===== src/rtl/gfpd_pkg.sv =====
package gfpd_pkg;

    localparam int MAG_W  = 16;  // magnitude of the signed reading
    localparam int P1_W   = 20;  // factor a numerator times mantissa tenths
    localparam int P2_W   = 33;  // p1 times exponent numerator
    localparam int NUM_W  = 48;  // reading magnitude times p2
    localparam int D1_W   = 29;  // factor a denominator times factor b
    localparam int DEN_W  = 42;  // d1 times ten times exponent denominator
    localparam int FSH_W  = 33;  // fraction bits produced plus one rounding bit
    localparam int QUO_W  = 66;  // quotient bits kept by the divider
    localparam int INT_W  = QUO_W - FSH_W;
    localparam int CNT_W  = 7;   // divider step counter
    localparam int RES_W  = 64;

    localparam logic [CNT_W-1:0] DIV_LAST = CNT_W'(QUO_W - 1);
    localparam logic [INT_W-1:0] INT_LIMIT = INT_W'(33'h0_8000_0000);
    localparam logic [RES_W-1:0] RES_MAX = 64'h7fff_ffff_ffff_ffff;
    localparam logic [RES_W-1:0] RES_MIN = 64'h8000_0000_0000_0000;

    localparam logic [7:0] PAGE_SCALE_A = 8'd2;
    localparam logic [7:0] PAGE_SCALE_B = 8'd3;
    localparam logic [7:0] PAGE_DIVISOR = 8'd4;

    localparam logic [1:0] UNIT_MILLIBAR = 2'd0;
    localparam logic [1:0] UNIT_MMHG     = 2'd1;
    localparam logic [1:0] UNIT_PA       = 2'd2;

    localparam logic [2:0] FA_MBAR     = 3'd1;
    localparam logic [2:0] FA_TORR     = 3'd2;
    localparam logic [2:0] FA_PA       = 3'd3;
    localparam logic [2:0] FA_MBAR_ALT = 3'd4;
    localparam logic [2:0] FB_24000    = 3'd1;
    localparam logic [2:0] FB_32000    = 3'd2;
    localparam logic [2:0] FB_26400    = 3'd3;
    localparam logic [2:0] FB_32767    = 3'd4;

    localparam logic [3:0] MCODE_MAX   = 4'd4;
    localparam logic [3:0] MCODE_ALT   = 4'd1;
    localparam logic [3:0] XCODE_MAX   = 4'd7;

    typedef struct packed {
        logic             ok;
        logic             ready;
        logic             neg;
        logic [MAG_W-1:0] mag;
        logic [1:0]       unit;
        logic [7:0]       err;
        logic [2:0]       a_code;
        logic [2:0]       b_code;
        logic [2:0]       m_code;
        logic [3:0]       e_code;
    } cmd_t;

    typedef enum logic [2:0] {
        ST_IDLE,
        ST_MUL_A,
        ST_MUL_B,
        ST_MUL_C,
        ST_LOAD,
        ST_DIV,
        ST_ROUND,
        ST_DONE
    } back_state_t;

    function automatic logic codes_ready(input logic [2:0] a, input logic [2:0] b,
                                         input logic [2:0] m, input logic [3:0] e);
        codes_ready = (a >= 3'd1) && (a <= 3'd4) && (b >= 3'd1) && (b <= 3'd4) &&
                      (m >= 3'd1) && (m <= 3'd5) && (e >= 4'd1) && (e <= 4'd8);
    endfunction

    function automatic logic [13:0] a_num_of(input logic [2:0] code);
        unique case (code)
            FA_MBAR:     a_num_of = 14'd13332;
            FA_TORR:     a_num_of = 14'd1;
            FA_PA:       a_num_of = 14'd13332;
            FA_MBAR_ALT: a_num_of = 14'd13332;
            default:     a_num_of = 14'd0;
        endcase
    endfunction

    function automatic logic [13:0] a_den_of(input logic [2:0] code);
        unique case (code)
            FA_MBAR: a_den_of = 14'd10000;
            FA_PA:   a_den_of = 14'd100;
            default: a_den_of = 14'd1;
        endcase
    endfunction

    function automatic logic [14:0] b_val_of(input logic [2:0] code);
        unique case (code)
            FB_24000: b_val_of = 15'd24000;
            FB_32000: b_val_of = 15'd32000;
            FB_26400: b_val_of = 15'd26400;
            FB_32767: b_val_of = 15'd32767;
            default:  b_val_of = 15'd1;
        endcase
    endfunction

    // mantissa in tenths
    function automatic logic [5:0] m_tenths_of(input logic [2:0] code);
        unique case (code)
            3'd1:    m_tenths_of = 6'd10;
            3'd2:    m_tenths_of = 6'd11;
            3'd3:    m_tenths_of = 6'd20;
            3'd4:    m_tenths_of = 6'd25;
            3'd5:    m_tenths_of = 6'd50;
            default: m_tenths_of = 6'd0;
        endcase
    endfunction

    // positive powers of ten, code 4 stands for 10^0
    function automatic logic [13:0] e_num_of(input logic [3:0] code);
        unique case (code)
            4'd5:    e_num_of = 14'd10;
            4'd6:    e_num_of = 14'd100;
            4'd7:    e_num_of = 14'd1000;
            4'd8:    e_num_of = 14'd10000;
            default: e_num_of = 14'd1;
        endcase
    endfunction

    // ten times the negative power of ten
    function automatic logic [13:0] e_den10_of(input logic [3:0] code);
        unique case (code)
            4'd1:    e_den10_of = 14'd10000;
            4'd2:    e_den10_of = 14'd1000;
            4'd3:    e_den10_of = 14'd100;
            default: e_den10_of = 14'd10;
        endcase
    endfunction

endpackage


===== src/rtl/gauge_frame_pressure_decoder.sv =====
// gauge frame pressure decoder
//
// input channel: one nine-byte gauge frame per request, one port per byte;
//   a request is taken on a rising edge with push high and full low
// result channel: one result per frame, in frame order; the oldest result
//   sits on frame_ok, pressure, unit_code, error_flags and scale_ready while
//   empty is low, and is taken on a rising edge with pop high
// the front checks the checksum and updates the scaling codes in the cycle
//   the frame is taken, then queues a command for the back
// the back spends a take step, three multiply steps, a load step, a
//   restoring divider that yields one quotient bit per step until the
//   quotient is full, a round step and a write step; it takes no new
//   command from the queue until the last one is written
// a frame that fails the checksum or arrives before all codes are set skips
//   the arithmetic; the back goes from the take step straight to the write step
// while a result waits unread, the back finishes the next command and holds
//   at the write step; frames keep entering until the queue fills
// reset clears the scaling codes, the queue and the result
//   valid flag; nothing is left in flight
module gauge_frame_pressure_decoder #(
    parameter int QUEUE_DEPTH = 2  // command queue entries, two or more
) (
    input  logic               clk,
    input  logic               rst_n,
    input  logic               push,
    output logic               full,
    input  logic [7:0]         frame_length,  // rides along, plays no part in decoding
    input  logic [7:0]         page_number,
    input  logic [7:0]         status_byte,
    input  logic [7:0]         error_byte,
    input  logic [7:0]         value_high,
    input  logic [7:0]         value_low,
    input  logic [7:0]         query_byte,
    input  logic [7:0]         type_byte,
    input  logic [7:0]         check_byte,
    output logic               empty,
    input  logic               pop,
    output logic               frame_ok,
    output logic signed [63:0] pressure,
    output logic [1:0]         unit_code,
    output logic [7:0]         error_flags,
    output logic               scale_ready
);
    import gfpd_pkg::*;

    cmd_t front_cmd;
    cmd_t back_cmd;
    logic accept;
    logic q_full;
    logic q_empty;
    logic q_pop;
    logic res_valid;

    assign full   = q_full;
    assign accept = push && !q_full;
    assign empty  = !res_valid;

    // checksum, scaling code update, command build
    gfpd_front u_front (
        .clk          (clk),
        .rst_n        (rst_n),
        .accept       (accept),
        .page_number  (page_number),
        .status_byte  (status_byte),
        .error_byte   (error_byte),
        .value_high   (value_high),
        .value_low    (value_low),
        .query_byte   (query_byte),
        .type_byte    (type_byte),
        .check_byte   (check_byte),
        .cmd          (front_cmd)
    );

    // short command queue between front and back
    gfpd_fifo #(
        .DEPTH (QUEUE_DEPTH)
    ) u_fifo (
        .clk     (clk),
        .rst_n   (rst_n),
        .wr_en   (accept),
        .wr_data (front_cmd),
        .full    (q_full),
        .rd_en   (q_pop),
        .rd_data (back_cmd),
        .empty   (q_empty)
    );

    // multiply, divide, round, saturate and hold the result
    gfpd_back u_back (
        .clk          (clk),
        .rst_n        (rst_n),
        .cmd          (back_cmd),
        .cmd_empty    (q_empty),
        .cmd_pop      (q_pop),
        .res_valid    (res_valid),
        .res_pop      (pop),
        .res_ok       (frame_ok),
        .res_pressure (pressure),
        .res_unit     (unit_code),
        .res_err      (error_flags),
        .res_ready    (scale_ready)
    );

endmodule


===== src/rtl/gfpd_front.sv =====
module gfpd_front (
    input  logic          clk,
    input  logic          rst_n,
    input  logic          accept,
    input  logic [7:0]    page_number,
    input  logic [7:0]    status_byte,
    input  logic [7:0]    error_byte,
    input  logic [7:0]    value_high,
    input  logic [7:0]    value_low,
    input  logic [7:0]    query_byte,
    input  logic [7:0]    type_byte,
    input  logic [7:0]    check_byte,
    output gfpd_pkg::cmd_t cmd
);
    import gfpd_pkg::*;

    logic [2:0]  a_code_reg, a_code_next;
    logic [2:0]  b_code_reg, b_code_next;
    logic [2:0]  m_code_reg, m_code_next;
    logic [3:0]  e_code_reg, e_code_next;
    logic [7:0]  sum;
    logic        sum_ok;
    logic [1:0]  unit;
    logic [3:0]  mcode;
    logic [3:0]  xcode;
    logic [15:0] raw;

    assign sum = page_number + status_byte + error_byte + value_high + value_low +
                 query_byte + type_byte;
    assign sum_ok = (sum == check_byte);
    assign unit   = status_byte[5:4];
    assign mcode  = type_byte[7:4];
    assign xcode  = type_byte[3:0];
    assign raw    = {value_high, value_low};

    always_comb
    begin
        a_code_next = a_code_reg;
        b_code_next = b_code_reg;
        m_code_next = m_code_reg;
        e_code_next = e_code_reg;
        if (sum_ok)
        begin
            if (page_number == PAGE_SCALE_A || page_number == PAGE_SCALE_B)
            begin
                if (xcode <= XCODE_MAX)
                    e_code_next = xcode + 4'd1;
                if (mcode <= MCODE_MAX)
                    m_code_next = mcode[2:0] + 3'd1;
                if (mcode != MCODE_ALT)
                begin
                    priority if (unit == UNIT_MILLIBAR)
                    begin
                        a_code_next = FA_MBAR;
                        b_code_next = FB_24000;
                    end
                    else if (unit == UNIT_MMHG)
                    begin
                        a_code_next = FA_TORR;
                        b_code_next = FB_32000;
                    end
                    else if (unit == UNIT_PA)
                    begin
                        a_code_next = FA_PA;
                        b_code_next = FB_24000;
                    end
                    else
                    begin
                        // unit 3 keeps the stored pair
                        a_code_next = a_code_reg;
                        b_code_next = b_code_reg;
                    end
                end
                else if (unit == UNIT_MILLIBAR)
                begin
                    a_code_next = FA_MBAR_ALT;
                    b_code_next = FB_26400;
                end
            end
            else if (page_number == PAGE_DIVISOR)
            begin
                b_code_next = FB_32767;
            end
        end
    end

    always_ff @(posedge clk or negedge rst_n)
    begin
        if (!rst_n)
        begin
            a_code_reg <= '0;
            b_code_reg <= '0;
            m_code_reg <= '0;
            e_code_reg <= '0;
        end
        else if (accept)
        begin
            a_code_reg <= a_code_next;
            b_code_reg <= b_code_next;
            m_code_reg <= m_code_next;
            e_code_reg <= e_code_next;
        end
    end

    always_comb
    begin
        cmd.ok     = sum_ok;
        cmd.ready  = codes_ready(a_code_next, b_code_next, m_code_next, e_code_next);
        cmd.neg    = raw[15];
        cmd.mag    = raw[15] ? (~raw + 16'd1) : raw;
        cmd.unit   = sum_ok ? unit : 2'd0;
        cmd.err    = sum_ok ? error_byte : 8'd0;
        cmd.a_code = a_code_next;
        cmd.b_code = b_code_next;
        cmd.m_code = m_code_next;
        cmd.e_code = e_code_next;
    end

endmodule


===== src/rtl/gfpd_fifo.sv =====
module gfpd_fifo #(
    parameter int DEPTH = 2
) (
    input  logic           clk,
    input  logic           rst_n,
    input  logic           wr_en,
    input  gfpd_pkg::cmd_t wr_data,
    output logic           full,
    input  logic           rd_en,
    output gfpd_pkg::cmd_t rd_data,
    output logic           empty
);
    import gfpd_pkg::*;

    localparam int PTR_W = $clog2(DEPTH);
    localparam int CNT_W = $clog2(DEPTH + 1);
    localparam logic [PTR_W-1:0] PTR_LAST = PTR_W'(DEPTH - 1);
    localparam logic [CNT_W-1:0] CNT_FULL = CNT_W'(DEPTH);

    cmd_t             mem [DEPTH];
    logic [PTR_W-1:0] wr_ptr_reg, wr_ptr_next;
    logic [PTR_W-1:0] rd_ptr_reg, rd_ptr_next;
    logic [CNT_W-1:0] count_reg, count_next;
    logic             do_wr;
    logic             do_rd;

    assign full    = (count_reg == CNT_FULL);
    assign empty   = (count_reg == '0);
    assign do_wr   = wr_en && !full;
    assign do_rd   = rd_en && !empty;
    assign rd_data = mem[rd_ptr_reg];

    always_comb
    begin
        wr_ptr_next = wr_ptr_reg;
        rd_ptr_next = rd_ptr_reg;
        count_next  = count_reg;
        if (do_wr)
            wr_ptr_next = (wr_ptr_reg == PTR_LAST) ? '0 : wr_ptr_reg + 1'b1;
        if (do_rd)
            rd_ptr_next = (rd_ptr_reg == PTR_LAST) ? '0 : rd_ptr_reg + 1'b1;
        if (do_wr && !do_rd)
            count_next = count_reg + 1'b1;
        else if (do_rd && !do_wr)
            count_next = count_reg - 1'b1;
    end

    always_ff @(posedge clk or negedge rst_n)
    begin
        if (!rst_n)
        begin
            wr_ptr_reg <= '0;
            rd_ptr_reg <= '0;
            count_reg  <= '0;
        end
        else
        begin
            wr_ptr_reg <= wr_ptr_next;
            rd_ptr_reg <= rd_ptr_next;
            count_reg  <= count_next;
        end
    end

    always_ff @(posedge clk)
    begin
        if (do_wr)
            mem[wr_ptr_reg] <= wr_data;
    end

endmodule


===== src/rtl/gfpd_back.sv =====
module gfpd_back (
    input  logic               clk,
    input  logic               rst_n,
    input  gfpd_pkg::cmd_t     cmd,
    input  logic               cmd_empty,
    output logic               cmd_pop,
    output logic               res_valid,
    input  logic               res_pop,
    output logic               res_ok,
    output logic signed [63:0] res_pressure,
    output logic [1:0]         res_unit,
    output logic [7:0]         res_err,
    output logic               res_ready
);
    import gfpd_pkg::*;

    back_state_t      state_reg, state_next;
    cmd_t             cmd_reg;
    logic [P1_W-1:0]  p1_reg;
    logic [D1_W-1:0]  d1_reg;
    logic [P2_W-1:0]  p2_reg;
    logic [DEN_W-1:0] den_reg;
    logic [NUM_W-1:0] num_reg;
    logic [DEN_W-1:0] rem_reg;
    logic [QUO_W-1:0] quo_reg;
    logic [CNT_W-1:0] cnt_reg;
    logic             presat_reg;
    logic [QUO_W-1:0] mag_reg;
    logic             sat_reg;
    logic             out_valid_reg, out_valid_next;
    logic             res_load;
    logic             slot_free;
    logic             compute;

    logic [DEN_W:0]   trial;
    logic [DEN_W+1:0] diff;
    logic             ge;
    logic [QUO_W:0]   rnd_sum;
    logic [RES_W-1:0] final_p;
    logic             big;

    assign compute   = cmd.ok && cmd.ready;
    assign slot_free = !out_valid_reg || res_pop;
    assign res_valid = out_valid_reg;

    // next state
    always_comb
    begin
        state_next = state_reg;
        unique case (state_reg)
            ST_IDLE:
                if (!cmd_empty)
                    state_next = compute ? ST_MUL_A : ST_DONE;
            ST_MUL_A: state_next = ST_MUL_B;
            ST_MUL_B: state_next = ST_MUL_C;
            ST_MUL_C: state_next = ST_LOAD;
            ST_LOAD:  state_next = ST_DIV;
            ST_DIV:
                if (cnt_reg == DIV_LAST)
                    state_next = ST_ROUND;
            ST_ROUND: state_next = ST_DONE;
            ST_DONE:
                if (slot_free)
                    state_next = ST_IDLE;
            default:  state_next = ST_IDLE;
        endcase
    end

    // control outputs
    always_comb
    begin
        cmd_pop  = 1'b0;
        res_load = 1'b0;
        unique case (state_reg)
            ST_IDLE: cmd_pop  = !cmd_empty;
            ST_DONE: res_load = slot_free;
            default:
            begin
                cmd_pop  = 1'b0;
                res_load = 1'b0;
            end
        endcase
    end

    // one quotient bit per step
    assign trial = {rem_reg, quo_reg[QUO_W-1]};
    assign diff  = {1'b0, trial} - {2'b00, den_reg};
    assign ge    = !diff[DEN_W+1];

    assign rnd_sum = {1'b0, quo_reg} + {{QUO_W{1'b0}}, 1'b1};
    assign big     = (mag_reg[QUO_W-1:RES_W-1] != '0);

    always_comb
    begin
        if (cmd_reg.neg)
            final_p = (sat_reg || big) ? RES_MIN : (~mag_reg[RES_W-1:0] + 64'd1);
        else
            final_p = (sat_reg || big) ? RES_MAX : mag_reg[RES_W-1:0];
    end

    always_ff @(posedge clk or negedge rst_n)
    begin
        if (!rst_n)
        begin
            state_reg     <= ST_IDLE;
            out_valid_reg <= 1'b0;
        end
        else
        begin
            state_reg     <= state_next;
            out_valid_reg <= out_valid_next;
        end
    end

    always_comb
    begin
        out_valid_next = out_valid_reg;
        if (res_load)
            out_valid_next = 1'b1;
        else if (res_pop)
            out_valid_next = 1'b0;
    end

    always_ff @(posedge clk)
    begin
        unique case (state_reg)
            ST_IDLE:
                if (!cmd_empty)
                    cmd_reg <= cmd;
            ST_MUL_A:
            begin
                p1_reg <= P1_W'(a_num_of(cmd_reg.a_code)) * P1_W'(m_tenths_of(cmd_reg.m_code));
                d1_reg <= D1_W'(a_den_of(cmd_reg.a_code)) * D1_W'(b_val_of(cmd_reg.b_code));
            end
            ST_MUL_B:
            begin
                p2_reg  <= P2_W'(p1_reg) * P2_W'(e_num_of(cmd_reg.e_code));
                den_reg <= DEN_W'(d1_reg) * DEN_W'(e_den10_of(cmd_reg.e_code));
            end
            ST_MUL_C:
                num_reg <= NUM_W'(cmd_reg.mag) * NUM_W'(p2_reg);
            ST_LOAD:
            begin
                rem_reg    <= DEN_W'(num_reg[NUM_W-1:FSH_W]);
                quo_reg    <= {num_reg[FSH_W-1:0], {FSH_W{1'b0}}};
                presat_reg <= (DEN_W'(num_reg[NUM_W-1:FSH_W]) >= den_reg);
                cnt_reg    <= '0;
            end
            ST_DIV:
            begin
                rem_reg <= ge ? diff[DEN_W-1:0] : trial[DEN_W-1:0];
                quo_reg <= {quo_reg[QUO_W-2:0], ge};
                cnt_reg <= cnt_reg + 1'b1;
            end
            ST_ROUND:
            begin
                mag_reg <= rnd_sum[QUO_W:1];
                sat_reg <= presat_reg || (quo_reg[QUO_W-1:FSH_W] > INT_LIMIT);
            end
            ST_DONE:
                if (res_load)
                begin
                    res_ok       <= cmd_reg.ok;
                    res_unit     <= cmd_reg.unit;
                    res_err      <= cmd_reg.err;
                    res_ready    <= cmd_reg.ready;
                    res_pressure <= (cmd_reg.ok && cmd_reg.ready) ? signed'(final_p) : '0;
                end
            default:
                cnt_reg <= cnt_reg;
        endcase
    end

endmodule

===== config.mk =====
export PLATFORM = sky130hd
export DESIGN_NAME = gauge_frame_pressure_decoder
export DESIGN_NICKNAME = d
export VERILOG_FILES = /design/src/rtl/gfpd_pkg.sv /design/src/rtl/gauge_frame_pressure_decoder.sv /design/src/rtl/gfpd_front.sv /design/src/rtl/gfpd_fifo.sv /design/src/rtl/gfpd_back.sv
export SDC_FILE = /design/constraint.sdc
export NUM_CORES = 2
export LEC_CHECK = 0
export ABC_AREA = 1
export ABC_CLOCK_PERIOD_IN_PS = 12400
export BUFFER_PORTS_ARGS = -buffer_cell sky130_fd_sc_hd__buf_2
export CAP_MARGIN = 40
export CORE_ASPECT_RATIO = 0.75
export CORE_MARGIN = 3
export CORE_UTILIZATION = 25
export DETAILED_ROUTE_END_ITERATION = 8
export SLEW_MARGIN = 20
export SYNTH_ARGS = -nofsm -noshare
export SYNTH_HDL_FRONTEND = slang
export SYNTH_SLANG_ARGS = --single-unit

===== constraint.sdc =====
create_clock -name clk -period 12.4 [get_ports clk]
set_clock_uncertainty 0.05 [all_clocks]
set_input_delay 1.24 -clock clk [delete_from_list [all_inputs] [get_ports clk]]
set_output_delay 1.24 -clock clk [all_outputs]
set_load 0.1 [all_outputs]

==> metrics <==
outcome=finished clean; Final Hold Fails=0; Starting Density=25.17%; Fillers=28.74k; Peak Freq=125.8 MHz; synth top area cells=fa_1, edfxtp_1, ha_1; RSZ-0062 raised after global routing=false; DR vias=49.49k; I/O pin count=154; Relative slew margins=39.12%; Root Driver=clkbuf_16; async set or reset register ratio after synthesis=3.640%; # hold bufs at CTS=0; CP Max Fanout=20; Synth top area share=27.98%; XOR/XNOR Fraction of Synth Area=3.753%; CP Data Arrival Time=8.39 ns; cell family with most CP delay=adder cells; main combinational cell family by area after synthesis=adder cells; largest net degree at the start of global routing=68; Clock Sinks=577; TritonRoute pass-1 iters=6; antenna-violating nets left=0; Congestion Overflow GR=0; DR vias/cell=4.382; Die X=607.8 um; Detail Placement HPWL=136600 um; layout cells sized above 1=5.091%; first-pass GRT wire length=276800 um; drt total wl=171700 um; complex-gate fraction of the synthesized area=6.465%; Syn Std Cell Area=0.06791 sq mm; adder-cell area share of the yosys netlist=38.94%; Max stage delay on crit path=0.57 ns; residual DRC count=0; Setup WS pre-CTS=4.524 ns; syn avg cell area=8.947 sq um; Post-CTS Setup Inserts=0; post-synth cell types=56; register area share after synthesis=25.36%; Synth Register Bits=577; WP data required=12.84 ns; Critical-path top delay cell=fa_1; TritonCTS Buffers=57; cell accounting for the most synthesized area=fa_1; most frequent CP cell=fa_1; footprint of the multi-input gates=0.04356 sq mm; count of final setup violators=0; CP Launch Type=flop; worst hold path type=reg2reg; iteration-0 DRC count of the detailed router=4296; Total GRT Usage=12.39%; register-to-register setup slack=4.45 ns; worst-case clock buffer depth=3; Mapped Cells=7590; routed length per instance=15.21 um; actual slew at the worst max-slew pin=0.9131 ns; Synth Warn #=0; Post-Synth Simple-Gate Area=14.83%; Worst Path Buf+Inv=6; PostCTS Resize Cnt=0; setup TNS=0 ns; part of the cycle the worst path needs=64.13%; Core ar.=0.2698 sq mm; max cap viols=0; buffers added on ports=145; CP endpoint kind=flop; CTS tree=yes; area of the die=0.2780 sq mm; Die Y=457.4 um; vias in the first global route=49.01k; Area growth syn-to-layout=10.75%; H-tree depth=2; Reg area=0.01722 sq mm; CP Class=reg2reg; GPL Wtd Cong=0.9090; fin. max-slew vios=0; num rows=165; Post-synth EDFFs=556; max FFs per register=84; ys flop type=edfxtp_1; Tmin final=7.952 ns; Clk Latency, worst-skew pair=0.69 ns; synthesized net count=9210; Final nets=9274; mux contribution to synthesized area=0.03132%; Clock transition at path regs=0.07 ns; setup ws final=4.448 ns; initial antenna violation count=4
logic make-up after synthesis:
group	count (synthesis)
DFF	577
buffers and inverters	1912
other	1
AOI/OAI and AO/OA	791
adders and majority gates	1544
xor gates and xnor gates	291
and+or+nand+nor	2472
muxes	2
cells in the final DEF (no fill, tap or decap), drive strengths merged, types with 7 or more instances in the layout:
cell type  Yosys  layout
o31ai          8       8
o211ai        20      20
ha           595     595
a21oi        325     325
fa           949     949
nor3b          8       8
o221ai         8       8
and3           7       7
nor4          67      67
buf           16     231
nand2       1413    1413
nand3        125     125
o21a          18      18
or2           13      13
nor2         651     651
o21bai        13      13
nor3         126     126
clkbuf       210      75
clkinv         6      19
dfrtp         21      21
o21ai        304     304
inv         1680    1687
xnor2         85      85
a21o          21      21
edfxtp       556     556
xor2         206     206
a31oi         37      37
a21boi        10      10
nand4         59      59
worst paths after layout:
check / start / end / cells after the start
max in group asynchronous: rst_n / u_front.a_code_reg[0]$_DFFE_PN0P_ / 1
worst min register to register: u_back.cmd_reg[21]$_DFFE_PP_ / u_back.res_unit[0]$_DFFE_PP_ / 0
worst max register to register: u_back.cmd_reg[0]$_DFFE_PP_ / u_back.p2_reg[26]$_DFFE_PP_ / 25
worst max-delay path: u_back.cmd_reg[0]$_DFFE_PP_ / u_back.p2_reg[26]$_DFFE_PP_ / 25
min in group asynchronous: rst_n / u_front.m_code_reg[0]$_DFFE_PN0P_ / 1
worst min-delay path: u_back.cmd_reg[21]$_DFFE_PP_ / u_back.res_unit[0]$_DFFE_PP_ / 0
synthesized netlist by cell type, drive strengths merged, types with 20 or more instances:
| library cell | instances |
|---|---|
| a21oi | 325 |
| clkbuf | 210 |
| a31oi | 37 |
| inv | 1680 |
| nand2 | 1413 |
| fa | 949 |
| dfrtp | 21 |
| edfxtp | 556 |
| nor3 | 126 |
| ha | 595 |
| o211ai | 20 |
| nand3 | 125 |
| xnor2 | 85 |
| o21ai | 304 |
| nor4 | 67 |
| nor2 | 651 |
| xor2 | 206 |
| a21o | 21 |
| nand4 | 59 |
stage by stage:
stage | utilization [%] | hold WS, ns | std cells | area (sq um)
floorplan | - | 0.3503 | 7590 | 67910
global placement | 27.00 | 0.3519 | 11170 | 72840
detailed placement | 27.04 | 0.3545 | 11170 | 72960
CTS | 27.80 | 0.3705 | 11280 | 75000
global route | 27.87 | 0.3898 | 11290 | 75210
finish | 27.87 | 0.3695 | 11290 | 75210
layer usage:
layer / track usage (%) / share of wire (%)
met1: 19.55 / 51
met2: 16.39 / 37
met3: 3.804 / 11
met4: 1.809 / 1.3
met5: 0 / 0
area by class of cell:
| type | count | share of cell area, % |
|---|---|---|
| Antenna cell | 2 | 0.006655 |
| Sequential cell | 577 | 22.90 |
| Inverter | 1686 | 8.426 |
| Timing Repair Buffer | 231 | 2.063 |
| Clock buffer | 75 | 2.109 |
| Tap cell | 3590 | 5.972 |
| Multi-Input combinational cell | 5101 | 57.92 |
| Clock inverter | 30 | 0.6022 |
Power is left out: the tool's default activity adds up to more than one toggle a clock period on the data nets, which glitch-free logic cannot reach.
